File: config.mk
export PLATFORM = sky130hd
export DESIGN_NAME = line_segment_clipper_unit
export DESIGN_NICKNAME = d
export VERILOG_FILES = /design/src/rtl/core/lsc_pkg.sv /design/src/rtl/core/lsc_front.sv /design/src/rtl/core/lsc_queue.sv /design/src/rtl/core/lsc_back.sv /design/src/rtl/core/line_segment_clipper_unit.sv
export SDC_FILE = /design/constraint.sdc
export NUM_CORES = 2
export LEC_CHECK = 0
export BUFFER_PORTS_ARGS = -buffer_cell sky130_fd_sc_hd__buf_2
export CORE_MARGIN = 1.5
export CORE_UTILIZATION = 25
export CTS_CLUSTER_SIZE = 16
export DETAILED_ROUTE_END_ITERATION = 8
export PLACE_DENSITY = 0.37
export SETUP_SLACK_MARGIN = 0.02
export SLEW_MARGIN = 10
export SYNTH_ARGS = -nofsm -noshare
export SYNTH_HDL_FRONTEND = slang
export SYNTH_SLANG_ARGS = --single-unit
File: constraint.sdc
create_clock -name clk -period 8.4 [get_ports clk]
set_input_delay 0.84 -clock clk [delete_from_list [all_inputs] [get_ports clk]]
set_output_delay 0.84 -clock clk [all_outputs]
set_load 0.01 [all_outputs]
File: src/rtl/core/lsc_pkg.sv
package lsc_pkg;

	localparam int COORD_BITS_DEF = 24;
	localparam int QUEUE_DEPTH = 2;

	typedef enum logic [1:0] {
		CFG_LEFT,
		CFG_RIGHT,
		CFG_BOTTOM,
		CFG_TOP
	} cfg_index_t;

	typedef enum logic [2:0] {
		BK_IDLE,
		BK_STEP,
		BK_MUL,
		BK_DIV,
		BK_APPLY,
		BK_DONE
	} back_state_t;

	typedef struct packed {
		logic push;
		logic pop;
		logic full;
		logic empty;
	} queue_ctrl_t;

endpackage

File: src/rtl/core/lsc_front.sv
module lsc_front #(
	parameter int COORD_BITS = lsc_pkg::COORD_BITS_DEF
) (
	input  logic                         in_valid,
	output logic                         in_stall,
	input  logic signed [COORD_BITS-1:0] start_x,
	input  logic signed [COORD_BITS-1:0] start_y,
	input  logic signed [COORD_BITS-1:0] end_x,
	input  logic signed [COORD_BITS-1:0] end_y,
	input  logic signed [COORD_BITS-1:0] clip_left,
	input  logic signed [COORD_BITS-1:0] clip_right,
	input  logic signed [COORD_BITS-1:0] clip_bottom,
	input  logic signed [COORD_BITS-1:0] clip_top,
	input  logic                         q_full,
	output logic                         q_push,
	output logic [4*COORD_BITS:0]        q_wdata
);
	import lsc_pkg::*;

	logic reject;

	// both endpoints strictly beyond the same edge
	always_comb begin
		reject = (start_x < clip_left && end_x < clip_left) ||
			(start_x > clip_right && end_x > clip_right) ||
			(start_y < clip_bottom && end_y < clip_bottom) ||
			(start_y > clip_top && end_y > clip_top);
	end

	assign in_stall = q_full;
	assign q_push   = in_valid && !q_full;
	assign q_wdata  = {reject, start_x, start_y, end_x, end_y};

endmodule

File: src/rtl/core/lsc_queue.sv
module lsc_queue #(
	parameter int WIDTH = 4 * lsc_pkg::COORD_BITS_DEF + 1
) (
	input  logic             clk,
	input  logic             arst_n,
	input  logic             push,
	input  logic [WIDTH-1:0] wdata,
	input  logic             pop,
	output logic [WIDTH-1:0] rdata,
	output logic             full,
	output logic             empty
);
	import lsc_pkg::*;

	localparam int PW = (QUEUE_DEPTH > 1) ? $clog2(QUEUE_DEPTH) : 1;
	localparam int CW = $clog2(QUEUE_DEPTH + 1);
	localparam logic [CW-1:0] CNT_FULL = CW'(QUEUE_DEPTH);
	localparam logic [PW-1:0] PTR_LAST = PW'(QUEUE_DEPTH - 1);

	logic [WIDTH-1:0] entry_q [QUEUE_DEPTH];
	logic [PW-1:0]    wr_ptr_q;
	logic [PW-1:0]    rd_ptr_q;
	logic [CW-1:0]    count_q;

	assign full  = (count_q == CNT_FULL);
	assign empty = (count_q == '0);
	assign rdata = entry_q[rd_ptr_q];

	always_ff @(posedge clk) begin
		if (push) begin
			entry_q[wr_ptr_q] <= wdata;
		end
	end

	always_ff @(posedge clk or negedge arst_n) begin
		if (!arst_n) begin
			wr_ptr_q <= '0;
			rd_ptr_q <= '0;
			count_q  <= '0;
		end else begin
			if (push) begin
				wr_ptr_q <= (wr_ptr_q == PTR_LAST) ? '0 : wr_ptr_q + 1'b1;
			end
			if (pop) begin
				rd_ptr_q <= (rd_ptr_q == PTR_LAST) ? '0 : rd_ptr_q + 1'b1;
			end
			if (push && !pop) begin
				count_q <= count_q + 1'b1;
			end else if (pop && !push) begin
				count_q <= count_q - 1'b1;
			end
		end
	end

endmodule

File: src/rtl/core/lsc_back.sv
module lsc_back #(
	parameter int COORD_BITS = lsc_pkg::COORD_BITS_DEF
) (
	input  logic                         clk,
	input  logic                         arst_n,
	input  logic signed [COORD_BITS-1:0] clip_left,
	input  logic signed [COORD_BITS-1:0] clip_right,
	input  logic signed [COORD_BITS-1:0] clip_bottom,
	input  logic signed [COORD_BITS-1:0] clip_top,
	input  logic [4*COORD_BITS:0]        q_rdata,
	input  logic                         q_empty,
	output logic                         q_pop,
	output logic                         out_valid,
	input  logic                         out_stall,
	output logic signed [COORD_BITS-1:0] clipped_start_x,
	output logic signed [COORD_BITS-1:0] clipped_start_y,
	output logic signed [COORD_BITS-1:0] clipped_end_x,
	output logic signed [COORD_BITS-1:0] clipped_end_y,
	output logic                         rejected
);
	import lsc_pkg::*;

	localparam int W  = COORD_BITS;
	localparam int W1 = COORD_BITS + 1;
	localparam int CW = $clog2(W1);
	localparam logic [CW-1:0] CNT_LAST = CW'(W1 - 1);

	back_state_t state_q, state_d;

	logic signed [W-1:0] x0_q, y0_q, x1_q, y1_q;
	logic                rej_q;
	logic [2:0]          k_q;
	logic [CW-1:0]       cnt_q;
	logic [W1-1:0]       m_q, n_q, d_q, rem_q, quo_q;
	logic [2*W1-1:0]     prod_q;
	logic                neg_q;

	logic signed [W-1:0]  a0, a1, b0, b1, edg;
	logic signed [W1-1:0] da, db, de, res;
	logic [W1-1:0]        mag_da, mag_db, mag_de, r_cur;
	logic [W1:0]          trial;
	logic                 hit, move_start, qbit, load_out;

	// edge k: left, left, right, right, bottom, bottom, top, top
	always_comb begin
		if (!k_q[2]) begin
			b0 = x0_q; b1 = x1_q; a0 = y0_q; a1 = y1_q;
			edg = k_q[1] ? clip_right : clip_left;
		end else begin
			b0 = y0_q; b1 = y1_q; a0 = x0_q; a1 = x1_q;
			edg = k_q[1] ? clip_top : clip_bottom;
		end
		hit = k_q[0] ? (b1 <= edg && b0 > edg) : (b1 >= edg && b0 < edg);
		move_start = (k_q[0] == k_q[1]);
		da = {a1[W-1], a1} - {a0[W-1], a0};
		db = {b1[W-1], b1} - {b0[W-1], b0};
		de = {edg[W-1], edg} - {b0[W-1], b0};
		mag_da = da[W1-1] ? W1'(-da) : W1'(da);
		mag_db = db[W1-1] ? W1'(-db) : W1'(db);
		mag_de = de[W1-1] ? W1'(-de) : W1'(de);
		res = neg_q ? ({a0[W-1], a0} - $signed(quo_q)) : ({a0[W-1], a0} + $signed(quo_q));
		// restoring division step, first step takes the high product half
		r_cur = (cnt_q == '0) ? prod_q[2*W1-1:W1] : rem_q;
		trial = {r_cur, prod_q[W1-1]};
		qbit  = (trial >= {1'b0, d_q});
	end

	always_comb begin
		state_d  = state_q;
		q_pop    = 1'b0;
		load_out = 1'b0;
		case (state_q)
			BK_IDLE: begin
				if (!q_empty) begin
					q_pop   = 1'b1;
					state_d = q_rdata[4*W] ? BK_DONE : BK_STEP;
				end
			end
			BK_STEP: begin
				if (hit) begin
					state_d = BK_MUL;
				end else if (k_q == 3'd7) begin
					state_d = BK_DONE;
				end
			end
			BK_MUL: begin
				if (cnt_q == CNT_LAST) begin
					state_d = BK_DIV;
				end
			end
			BK_DIV: begin
				if (cnt_q == CNT_LAST) begin
					state_d = BK_APPLY;
				end
			end
			BK_APPLY: begin
				state_d = (k_q == 3'd7) ? BK_DONE : BK_STEP;
			end
			BK_DONE: begin
				if (!out_valid || !out_stall) begin
					load_out = 1'b1;
					state_d  = BK_IDLE;
				end
			end
			default: state_d = BK_IDLE;
		endcase
	end

	always_ff @(posedge clk or negedge arst_n) begin
		if (!arst_n) begin
			state_q   <= BK_IDLE;
			out_valid <= 1'b0;
		end else begin
			state_q <= state_d;
			if (load_out) begin
				out_valid <= 1'b1;
			end else if (!out_stall) begin
				out_valid <= 1'b0;
			end
		end
	end

	always_ff @(posedge clk) begin
		case (state_q)
			BK_IDLE: begin
				rej_q <= q_rdata[4*W];
				x0_q  <= q_rdata[4*W-1:3*W];
				y0_q  <= q_rdata[3*W-1:2*W];
				x1_q  <= q_rdata[2*W-1:W];
				y1_q  <= q_rdata[W-1:0];
				k_q   <= '0;
			end
			BK_STEP: begin
				if (hit) begin
					m_q    <= mag_da;
					n_q    <= mag_de;
					d_q    <= mag_db;
					neg_q  <= da[W1-1] ^ de[W1-1] ^ db[W1-1];
					prod_q <= '0;
					cnt_q  <= '0;
				end else begin
					k_q <= k_q + 3'd1;
				end
			end
			BK_MUL: begin
				prod_q <= {prod_q[2*W1-2:0], 1'b0} + {{W1{1'b0}}, (n_q[W1-1] ? m_q : '0)};
				n_q    <= {n_q[W1-2:0], 1'b0};
				cnt_q  <= (cnt_q == CNT_LAST) ? '0 : cnt_q + 1'b1;
			end
			BK_DIV: begin
				rem_q  <= qbit ? W1'(trial - {1'b0, d_q}) : trial[W1-1:0];
				quo_q  <= {quo_q[W1-2:0], qbit};
				prod_q <= {prod_q[2*W1-1:W1], prod_q[W1-2:0], 1'b0};
				cnt_q  <= (cnt_q == CNT_LAST) ? '0 : cnt_q + 1'b1;
			end
			BK_APPLY: begin
				case ({k_q[2], move_start})
					2'b01: begin y0_q <= res[W-1:0]; x0_q <= edg; end
					2'b00: begin y1_q <= res[W-1:0]; x1_q <= edg; end
					2'b11: begin x0_q <= res[W-1:0]; y0_q <= edg; end
					default: begin x1_q <= res[W-1:0]; y1_q <= edg; end
				endcase
				k_q <= k_q + 3'd1;
			end
			BK_DONE: begin
				if (load_out) begin
					// a rejected segment collapses to its end point
					clipped_start_x <= rej_q ? x1_q : x0_q;
					clipped_start_y <= rej_q ? y1_q : y0_q;
					clipped_end_x   <= x1_q;
					clipped_end_y   <= y1_q;
					rejected        <= rej_q;
				end
			end
			default: ;
		endcase
	end

endmodule

File: src/rtl/core/line_segment_clipper_unit.sv
// a rejected segment passes from the queue straight to the done state; any other segment steps
// through the edge checks with a multiply and a divide per crossed edge (up to four crossings)
// the back sequencer works on one segment at a time and pops the next only after loading a result;
// its shared shift-add multiplier and restoring divider set the pace, and a two-entry queue lets
// the front accept while the back is busy
// reset: arst_n asynchronous active low clears queue, sequencer, out_valid; clip rect to 0..MAX_POS
module line_segment_clipper_unit #(
	parameter int COORD_BITS = lsc_pkg::COORD_BITS_DEF
) (
	input  logic                         clk,
	input  logic                         arst_n,
	input  logic                         cfg_valid,
	output logic                         cfg_ready,
	input  lsc_pkg::cfg_index_t          cfg_index,
	input  logic [COORD_BITS-1:0]        cfg_data,
	input  logic                         in_valid,
	output logic                         in_stall,
	input  logic signed [COORD_BITS-1:0] start_x,
	input  logic signed [COORD_BITS-1:0] start_y,
	input  logic signed [COORD_BITS-1:0] end_x,
	input  logic signed [COORD_BITS-1:0] end_y,
	output logic                         out_valid,
	input  logic                         out_stall,
	output logic signed [COORD_BITS-1:0] clipped_start_x,
	output logic signed [COORD_BITS-1:0] clipped_start_y,
	output logic signed [COORD_BITS-1:0] clipped_end_x,
	output logic signed [COORD_BITS-1:0] clipped_end_y,
	output logic                         rejected
);
	import lsc_pkg::*;

	localparam int W = COORD_BITS;
	localparam logic [W-1:0] MAX_POS = {1'b0, {(W-1){1'b1}}};

	logic signed [W-1:0] clip_left_q, clip_right_q, clip_bottom_q, clip_top_q;
	logic [4*W:0]        q_wdata, q_rdata;
	queue_ctrl_t         qc;

	assign cfg_ready = 1'b1;

	always_ff @(posedge clk or negedge arst_n) begin
		if (!arst_n) begin
			clip_left_q   <= '0;
			clip_right_q  <= MAX_POS;
			clip_bottom_q <= '0;
			clip_top_q    <= MAX_POS;
		end else if (cfg_valid) begin
			case (cfg_index)
				CFG_LEFT:   clip_left_q   <= cfg_data;
				CFG_RIGHT:  clip_right_q  <= cfg_data;
				CFG_BOTTOM: clip_bottom_q <= cfg_data;
				CFG_TOP:    clip_top_q    <= cfg_data;
				default: ;
			endcase
		end
	end

	lsc_front #(.COORD_BITS(COORD_BITS)) u_front (
		.in_valid    (in_valid),
		.in_stall    (in_stall),
		.start_x     (start_x),
		.start_y     (start_y),
		.end_x       (end_x),
		.end_y       (end_y),
		.clip_left   (clip_left_q),
		.clip_right  (clip_right_q),
		.clip_bottom (clip_bottom_q),
		.clip_top    (clip_top_q),
		.q_full      (qc.full),
		.q_push      (qc.push),
		.q_wdata     (q_wdata)
	);

	lsc_queue #(.WIDTH(4 * COORD_BITS + 1)) u_queue (
		.clk    (clk),
		.arst_n (arst_n),
		.push   (qc.push),
		.wdata  (q_wdata),
		.pop    (qc.pop),
		.rdata  (q_rdata),
		.full   (qc.full),
		.empty  (qc.empty)
	);

	lsc_back #(.COORD_BITS(COORD_BITS)) u_back (
		.clk             (clk),
		.arst_n          (arst_n),
		.clip_left       (clip_left_q),
		.clip_right      (clip_right_q),
		.clip_bottom     (clip_bottom_q),
		.clip_top        (clip_top_q),
		.q_rdata         (q_rdata),
		.q_empty         (qc.empty),
		.q_pop           (qc.pop),
		.out_valid       (out_valid),
		.out_stall       (out_stall),
		.clipped_start_x (clipped_start_x),
		.clipped_start_y (clipped_start_y),
		.clipped_end_x   (clipped_end_x),
		.clipped_end_y   (clipped_end_y),
		.rejected        (rejected)
	);

`ifndef SYNTHESIS
	assert property (@(posedge clk) disable iff (!arst_n) qc.pop |-> !qc.empty)
		else $error("queue popped while empty");
	assert property (@(posedge clk) disable iff (!arst_n) qc.push |-> !qc.full)
		else $error("queue pushed while full");
	assert property (@(posedge clk) disable iff (!arst_n)
		(out_valid && rejected) |-> (clipped_start_x == clipped_end_x &&
		clipped_start_y == clipped_end_y))
		else $error("rejected segment not collapsed to end point");
`endif

endmodule

# Word-level counts from Yosys, hierarchy flattened
# Memories as Yosys holds them, arrays and structs flattened.
# Index checks and enable logic that the tools add are counted.
[op_classes] addsub=16 n_lt_le_gt_ge=13 n_eq_ne=24 n_mux=55 bitwise=3 n_reduce_logical=45
[ops] cell="24-bit one-hot mux with 2 select lines" count=8
[ops] cell="24-bit 2-to-1 mux" count=12
[ops] cell="50-bit one-hot mux with 3 select lines" count=1
[ops] cell="25-bit 2-to-1 mux" count=5
[ops] cell="24-bit > comparator" count=5
[ops] cell="24-bit less-than comparator" count=5
[ops] cell="25-bit negation" count=3
[ops] cell="24-bit by 24-bit subtractor with 25-bit output" count=3
[ops] cell="50-bit by 25-bit adder with 50-bit output" count=1
[ops] cell="50-bit 2-to-1 mux" count=1
[ops] cell="25-bit one-hot mux with 2 select lines" count=1
[ops] cell="3-bit 2-to-1 mux" count=9
[ops] cell="26-bit by 25-bit >= comparator with 1-bit output" count=1
[ops] cell="25-bit subtractor" count=1
[ops] cell="24-bit adder" count=1
[ops] cell="24-bit >= comparator" count=1
[ops] cell="24-bit less-or-equal comparator" count=1
[ops] cell="2-bit AND reduction" count=12
[ops] cell="24-bit subtractor" count=1
[ops] cell="3-bit one-hot mux with 6 select lines" count=1
[ops] cell="1-bit 2-to-1 mux" count=11
[ops] cell="5-bit 2-to-1 mux" count=2
[ops] cell="2-bit by 1-bit inequality test with 1-bit output (second input constant)" count=5
[ops] cell="5-bit one-hot mux with 2 select lines" count=1
[ops] cell="29 further kinds" count=64
[word_totals] reg_bits=481 ram_bits=194 in_bits=127 wordCells=188 memories=1
[memory_table] name="u_queue.entry_q" words=2 word_bits=97 read_ports=1 rd_clocked_by_memory_dff=0 write_ports=1 line_no="lsc_queue.sv:20" rtl="logic [WIDTH-1:0] entry_q [QUEUE_DEPTH];"

# Depth between registers and ports, before layout
[logic_depth] depth_word=7 ltp_mapped=22 mapped_depth_nobuf=18

# By module
# A second synthesis with hierarchy kept.
[unflattened] cells_unflattened=4103 area_unflattened_um2=44136.1
[modules_own_cells] mod="lsc_back" n_inst=1 cells_each=2898 area_each_um2=28034.4 seq_area_each_um2=11421.0
[modules_own_cells] mod="lsc_queue" n_inst=1 cells_each=318 area_each_um2=7259.5 seq_area_each_um2=5925.7
[modules_own_cells] mod="lsc_front" n_inst=1 cells_each=681 area_each_um2=5176.2 seq_area_each_um2=0.0
[modules_own_cells] mod="line_segment_clipper_unit" n_inst=1 cells_each=206 area_each_um2=3666.0 seq_area_each_um2=2459.9

# Worst setup path after synthesis
# No wires, ideal clock.
[synth_timing] path_kind="register to register" start="reg u_back.k_q[2]" end="reg u_back.d_q[0], enable pin" t_arrival_ps=6354 t_required_ps=7940 path_slack_ps=1587 path_stages_with_launch=19 path_buffers=5 synth_period_minus_slack_ps=6813 path_cell_list="edfxtp_1 -> buf_6 -> buf_2 -> buf_1 -> clkbuf_1 -> clkbuf_1 -> mux2i_1 -> ha_1 -> a21oi_1 -> o21ai_0 -> a221oi_1 -> nand3_1 -> a21oi_1 -> o31ai_1 -> nor2_1 -> o21ai_0 -> o22ai_1 -> nand2_1 -> nor2_1"
[synth_via] elab_chain_len=5 word_cells_on_any_way=11
[synth_lines] element="start: declaration" line_no="lsc_back.sv:32" rtl="logic [2:0] k_q;"
[synth_lines] element="start signal: assignment" line_no="lsc_back.sv:142" rtl="k_q <= k_q + 3'd1;"
[synth_lines] element="start signal: assignment" line_no="lsc_back.sv:163" rtl="k_q <= k_q + 3'd1;"
[synth_lines] element="24-bit 2-to-1 mux" line_no="lsc_back.sv:46" rtl="if (!k_q[2]) begin"
[synth_lines] element="24-bit >= comparator (tied with other cells)" line_no="lsc_back.sv:53" rtl="hit = k_q[0] ? (b1 <= edg && b0 > edg) : (b1 >= edg && b0 < edg);"
[synth_lines] element="1-bit logical AND" line_no="lsc_back.sv:53"
[synth_lines] element="1-bit 2-to-1 mux (*)" line_no="lsc_back.sv:53"
[synth_lines] element="2-bit AND reduction (no source line) (*)"
[synth_lines] element="end signal: assignment" line_no="lsc_back.sv:137" rtl="d_q <= mag_db;"
[synth_lines] element="end: declaration" line_no="lsc_back.sv:34" rtl="logic [W1-1:0] m_q, n_q, d_q, rem_q, quo_q;"
# Every way passes the cells marked *; elsewhere a longest branch is shown, timed or not.
# A chain may end at the register's enable or synchronous reset.

# Final worst setup path
[layout_timing] start="reg u_back.cnt_q[0]" end="reg u_back.rem_q[5] (data pin)"
[layout_via] elab_chain_len=4 word_cells_on_any_way=5
[layout_lines] element="start: declaration" line_no="lsc_back.sv:33" rtl="logic [CW-1:0] cnt_q;"
[layout_lines] element="start signal: assignment" line_no="lsc_back.sv:148" rtl="cnt_q <= (cnt_q == CNT_LAST) ? '0 : cnt_q + 1'b1;"
[layout_lines] element="start signal: assignment" line_no="lsc_back.sv:154" rtl="cnt_q <= (cnt_q == CNT_LAST) ? '0 : cnt_q + 1'b1;"
[layout_lines] element="5-bit zero test (*)" line_no="lsc_back.sv:63" rtl="r_cur = (cnt_q == '0) ? prod_q[2*W1-1:W1] : rem_q;"
[layout_lines] element="25-bit 2-to-1 mux (*)" line_no="lsc_back.sv:63"
[layout_lines] element="25-bit subtractor / 26-bit by 25-bit >= comparator with 1-bit output (equally long branches)" line_no="lsc_back.sv:151, lsc_back.sv:65"
[layout_lines] element="25-bit 2-to-1 mux (*)" line_no="lsc_back.sv:151" rtl="rem_q <= qbit ? W1'(trial - {1'b0, d_q}) : trial[W1-1:0];"
[layout_lines] element="end signal: assignment" line_no="lsc_back.sv:151"
[layout_lines] element="end: declaration" line_no="lsc_back.sv:34"
# Marks and branches as above.

==> flow_results.org <==
** Job
- Max-cap violations in this run came to 0.

** STA
- Least-Margin Pin Slew :: 1100 ps
- Final-report max-slew violation count :: 0
- Highest clock frequency the design can meet :: 170 MHz
- The final number of hold-violating endpoints was 0.
- Final hold slack :: 180 ps
- Total negative setup slack :: 0 ps
- After layout, the worst path uses 70.1% of the clock period.
- Measured against its own limit, the worst slew margin works out to 26.3%.
- Setup repair after global routing left no endpoint under its margin.
- Setup violations remaining at the end of the flow were counted as 0.
- Shortest clock period the worst path allows after layout :: 5890 ps
- Final worst clock skew :: 56.3 ps

** Logic synthesis
- Yosys mapped a number of flops with a built-in enable equal to 571.
- Synthesis produced a netlist with a net count of 4503.
- During synthesis, Yosys emitted a total of 0 warnings.
- The mapped netlist covers 43500 sq um.
- Yosys attributes the largest share of cell area to sky130_fd_sc_hd__edfxtp_1 39%, sky130_fd_sc_hd__ha_1 10%, sky130_fd_sc_hd__mux2_2 5.4%.
- Compound-Gate Fraction of Synth Area :: 14.5%
- Number of standard cells after synthesis :: 4007
- Yosys mapped the design onto 115 distinct sky130hd cell types.
- Share of the synthesized netlist area taken by xor and xnor gates :: 4.70%
- Among all flip-flop cells after synthesis, the most frequent one is sky130_fd_sc_hd__edfxtp_1.
- Adder-Cell Fraction of Synth Area :: 10.8%
- Yosys reg bits :: 675
- Summing the areas of all and, or, nand and nor instances in the mapped netlist gives 11.1% of the synthesized area.
- After synthesis, the largest family of logic cells by area is compound AO/OA/AOI/OAI gates.
- Fraction of synthesis flops using an asynchronous set or reset pin :: 15.4%
- Register area share after synthesis :: 45.5%
- In this run the mean area of a mapped cell was 10.9 sq um.
- Summed over all instances, the cell type with the most area after synthesis is sky130_fd_sc_hd__edfxtp_1.
- Yosys top cell area share :: 39.4%
- After synthesis, the share of cell area in mux cells is 9.83%.

** Place
- Once detailed placement completed, the half-perimeter wirelength came to 122 mm.
- Summing all placed instances gives a cell area of 47400 sq um.
- Number of I/O port buffers :: 225
- The congestion estimate from routability-driven global placement came to 0.842.

** Finish
- In the final layout, the share of cells above drive strength 1 is 17.9%.
- Relative to the synthesized area, the layout overhead comes to 16.0%.
- The top cell types in the final layout, fill and taps aside, are 571 x sky130_fd_sc_hd__edfxtp_1, 363 x sky130_fd_sc_hd__ha_1, 280 x sky130_fd_sc_hd__a21oi_1, 254 x sky130_fd_sc_hd__nand2_1, 246 x sky130_fd_sc_hd__nor2_1.
- Leaving out fill and tap cells, the most frequent cell in the layout is sky130_fd_sc_hd__edfxtp_1.
- Post-layout instance area :: 50400 sq um
- Cells fill 29.3% of the core in the end.
- The net count of the finished layout is 4718.

** Route
- Pre-antenna DRT Iters :: 5
- Final wirelength :: 156 mm
- Routed vias/inst :: 4.75
- In the final routed layout, each cell accounts on average for 23.6 microns.
- The routed layout has 31400 vias.
- Initial DRC Count :: 1738
- After detailed routing, the number of remaining DRC violations is 0.
- Residual antenna-violating net count after detailed routing :: 0

** Floorplanning
- Core area :: 172000 sq um
- In this run the count of I/O pins placed on the die edge is 227.
- Die Span Y :: 420 microns
- The die is 420 microns wide.
- Effective utilization at floorplan :: 25.2%
- Number of cell rows :: 152
- The floorplan step defined a die boundary enclosing 177000 sq um.

** Global routing
- The number of antenna violations at the first check in global routing came to 6.
- Entering global routing, the biggest net connects 98 pins.
- For this run the aggregate overflow at the end of global routing stands at 0.
- Global-route wire length before repair :: 225 mm
- Vias in the first global route :: 32000
- For this run, the total global-route usage over all layers was measured as 17.5%.

** Status
- The flow ran to the end, and the final reports show no timing, DRC or antenna violations.

** CTS
- Post-cts gate resize count :: 0
- Root cell of the clock tree :: sky130_fd_sc_hd__clkbuf_16
- Clock-pin slew was measured on the worst setup and hold paths at 70 ps.
- No sink is reached through more buffers than the 3 on the longest clock path.
- In this run the post-CTS setup repair buffer count came out at 0.
- Clock tree synthesis found a total of 675 sinks.
- Num CTS Buffers :: 89
- The clock reaches the later pin of the worst-skew pair after 720 ps.
- TritonCTS built the clock tree.
- H-tree depth :: 3
- Hold_buf cts :: 0

** Setup path
- At the worst endpoint, the arrival time is 6330 ps.
- Type of destination of the critical path :: flip-flop
- In this run the worst path has a maximum fanout of 26.
- The critical path is of the reg2reg type.
- Worst setup SP type :: flip-flop
- For the worst setup path, the data required time is 8850 ps.

** Min path
- Worst hold-check path type :: in2async
==> flip-flops by register name, summed over array words and instances (netlist names), 25 cells and up <==
signal	flops
u_back.prod_q	50
u_queue.entry_q	194
u_back.n_q	25
u_back.d_q	25
u_back.m_q	25
u_back.rem_q	25
==> metrics by stage <==
step | std cells | worst slack [ps]
final | 6607 | 2510
after global routing | 6605 | 1860
after CTS | 6605 | 2340
after detailed placement | 6441 | 2350
after global placement | 6441 | 2350
after floorplan | 4007 | 1590
==> final cells by class <==
cell class              instances  area [sq um]
fillers                     18000        122000
multi-input cells            2942         22300
flip-flops and latches        675         19800
well taps                    2310          2890
clock buffers                 112          2410
repair buffers                274          1530
inverters                     240           901
clock inverters                52           584
diodes                          2          5.00
==> kinds of logic after synthesis <==
family,count (synthesis)
DFF,675
and+or+nand+nor,975
buffers and inverters,390
xor gates and xnor gates,231
adders and majority gates,372
AOI/OAI and AO/OA,974
other,1
muxes,389
==> worst paths after layout <==
path,from,end,slack [ps],cells after the start
setup / recovery,u_back.cnt_q[0],u_back.rem_q[5],2510,17
hold / removal,arst_n,clip_bottom_q[19],180,1
setup reg to reg,u_back.cnt_q[0],u_back.rem_q[5],2510,17
hold reg to reg,clip_bottom_q[21],clip_bottom_q[21],500,1
max in group asynchronous,arst_n,clip_left_q[1],6830,2
min in group clk,start_y[21],u_queue.entry_q[0][69],350,1
==> metal layers <==
| metal | track usage, % | part of all wire, % | vias up | wire (microns) |
|---|---|---|---|---|
| met2 | 29.3 | 48 | 535 | 74100 |
| met5 | 0 | 0.034 | - | 53 |
| met3 | 1.97 | 2.9 | 160 | 4520 |
| met1 | 23.5 | 47 | 15300 | 73100 |
| met4 | 5.21 | 2.7 | 8 | 4150 |
| li1 | - | - | 15400 | - |
==> Yosys cell counts (15+ instances only) <==
master,number
sky130_fd_sc_hd__a211oi_1,80
sky130_fd_sc_hd__a21o_1,117
sky130_fd_sc_hd__a21oi_1,283
sky130_fd_sc_hd__a31oi_1,28
sky130_fd_sc_hd__and2_1,37
sky130_fd_sc_hd__and3_1,31
sky130_fd_sc_hd__buf_1,15
sky130_fd_sc_hd__clkbuf_1,125
sky130_fd_sc_hd__dfrtp_1,58
sky130_fd_sc_hd__dfstp_2,46
sky130_fd_sc_hd__edfxtp_1,571
sky130_fd_sc_hd__ha_1,363
sky130_fd_sc_hd__inv_1,238
sky130_fd_sc_hd__mux2_2,208
sky130_fd_sc_hd__mux2i_1,169
sky130_fd_sc_hd__nand2_1,257
sky130_fd_sc_hd__nand2b_1,49
sky130_fd_sc_hd__nand3_1,49
sky130_fd_sc_hd__nand4_1,57
sky130_fd_sc_hd__nor2_1,251
sky130_fd_sc_hd__nor2b_1,58
sky130_fd_sc_hd__nor3_1,65
sky130_fd_sc_hd__o211ai_1,20
sky130_fd_sc_hd__o21a_1,35
sky130_fd_sc_hd__o21ai_0,215
sky130_fd_sc_hd__o31ai_1,23
sky130_fd_sc_hd__or3_1,32
sky130_fd_sc_hd__xnor2_1,141
sky130_fd_sc_hd__xor2_1,87
==> worst max-delay path, stage by stage (launching register included) <==
cell and delay, ps:
sky130_fd_sc_hd__edfxtp_1 430, sky130_fd_sc_hd__inv_1 80, sky130_fd_sc_hd__ha_1 160, sky130_fd_sc_hd__nor4b_2 370, sky130_fd_sc_hd__buf_4 410, sky130_fd_sc_hd__mux2_2 400
sky130_fd_sc_hd__ha_1 330, sky130_fd_sc_hd__nor2b_1 150, sky130_fd_sc_hd__o21ai_0 210, sky130_fd_sc_hd__a21boi_1 140, sky130_fd_sc_hd__o41a_1 370, sky130_fd_sc_hd__o31a_1 300
sky130_fd_sc_hd__o311ai_1 490, sky130_fd_sc_hd__nor2_1 110, sky130_fd_sc_hd__o2111ai_1 250, sky130_fd_sc_hd__and2_1 440, sky130_fd_sc_hd__inv_1 530, sky130_fd_sc_hd__mux2_2 440
Power is not shown: default switching activity piles up to over one toggle a cycle in this logic, so the estimate is an artifact.
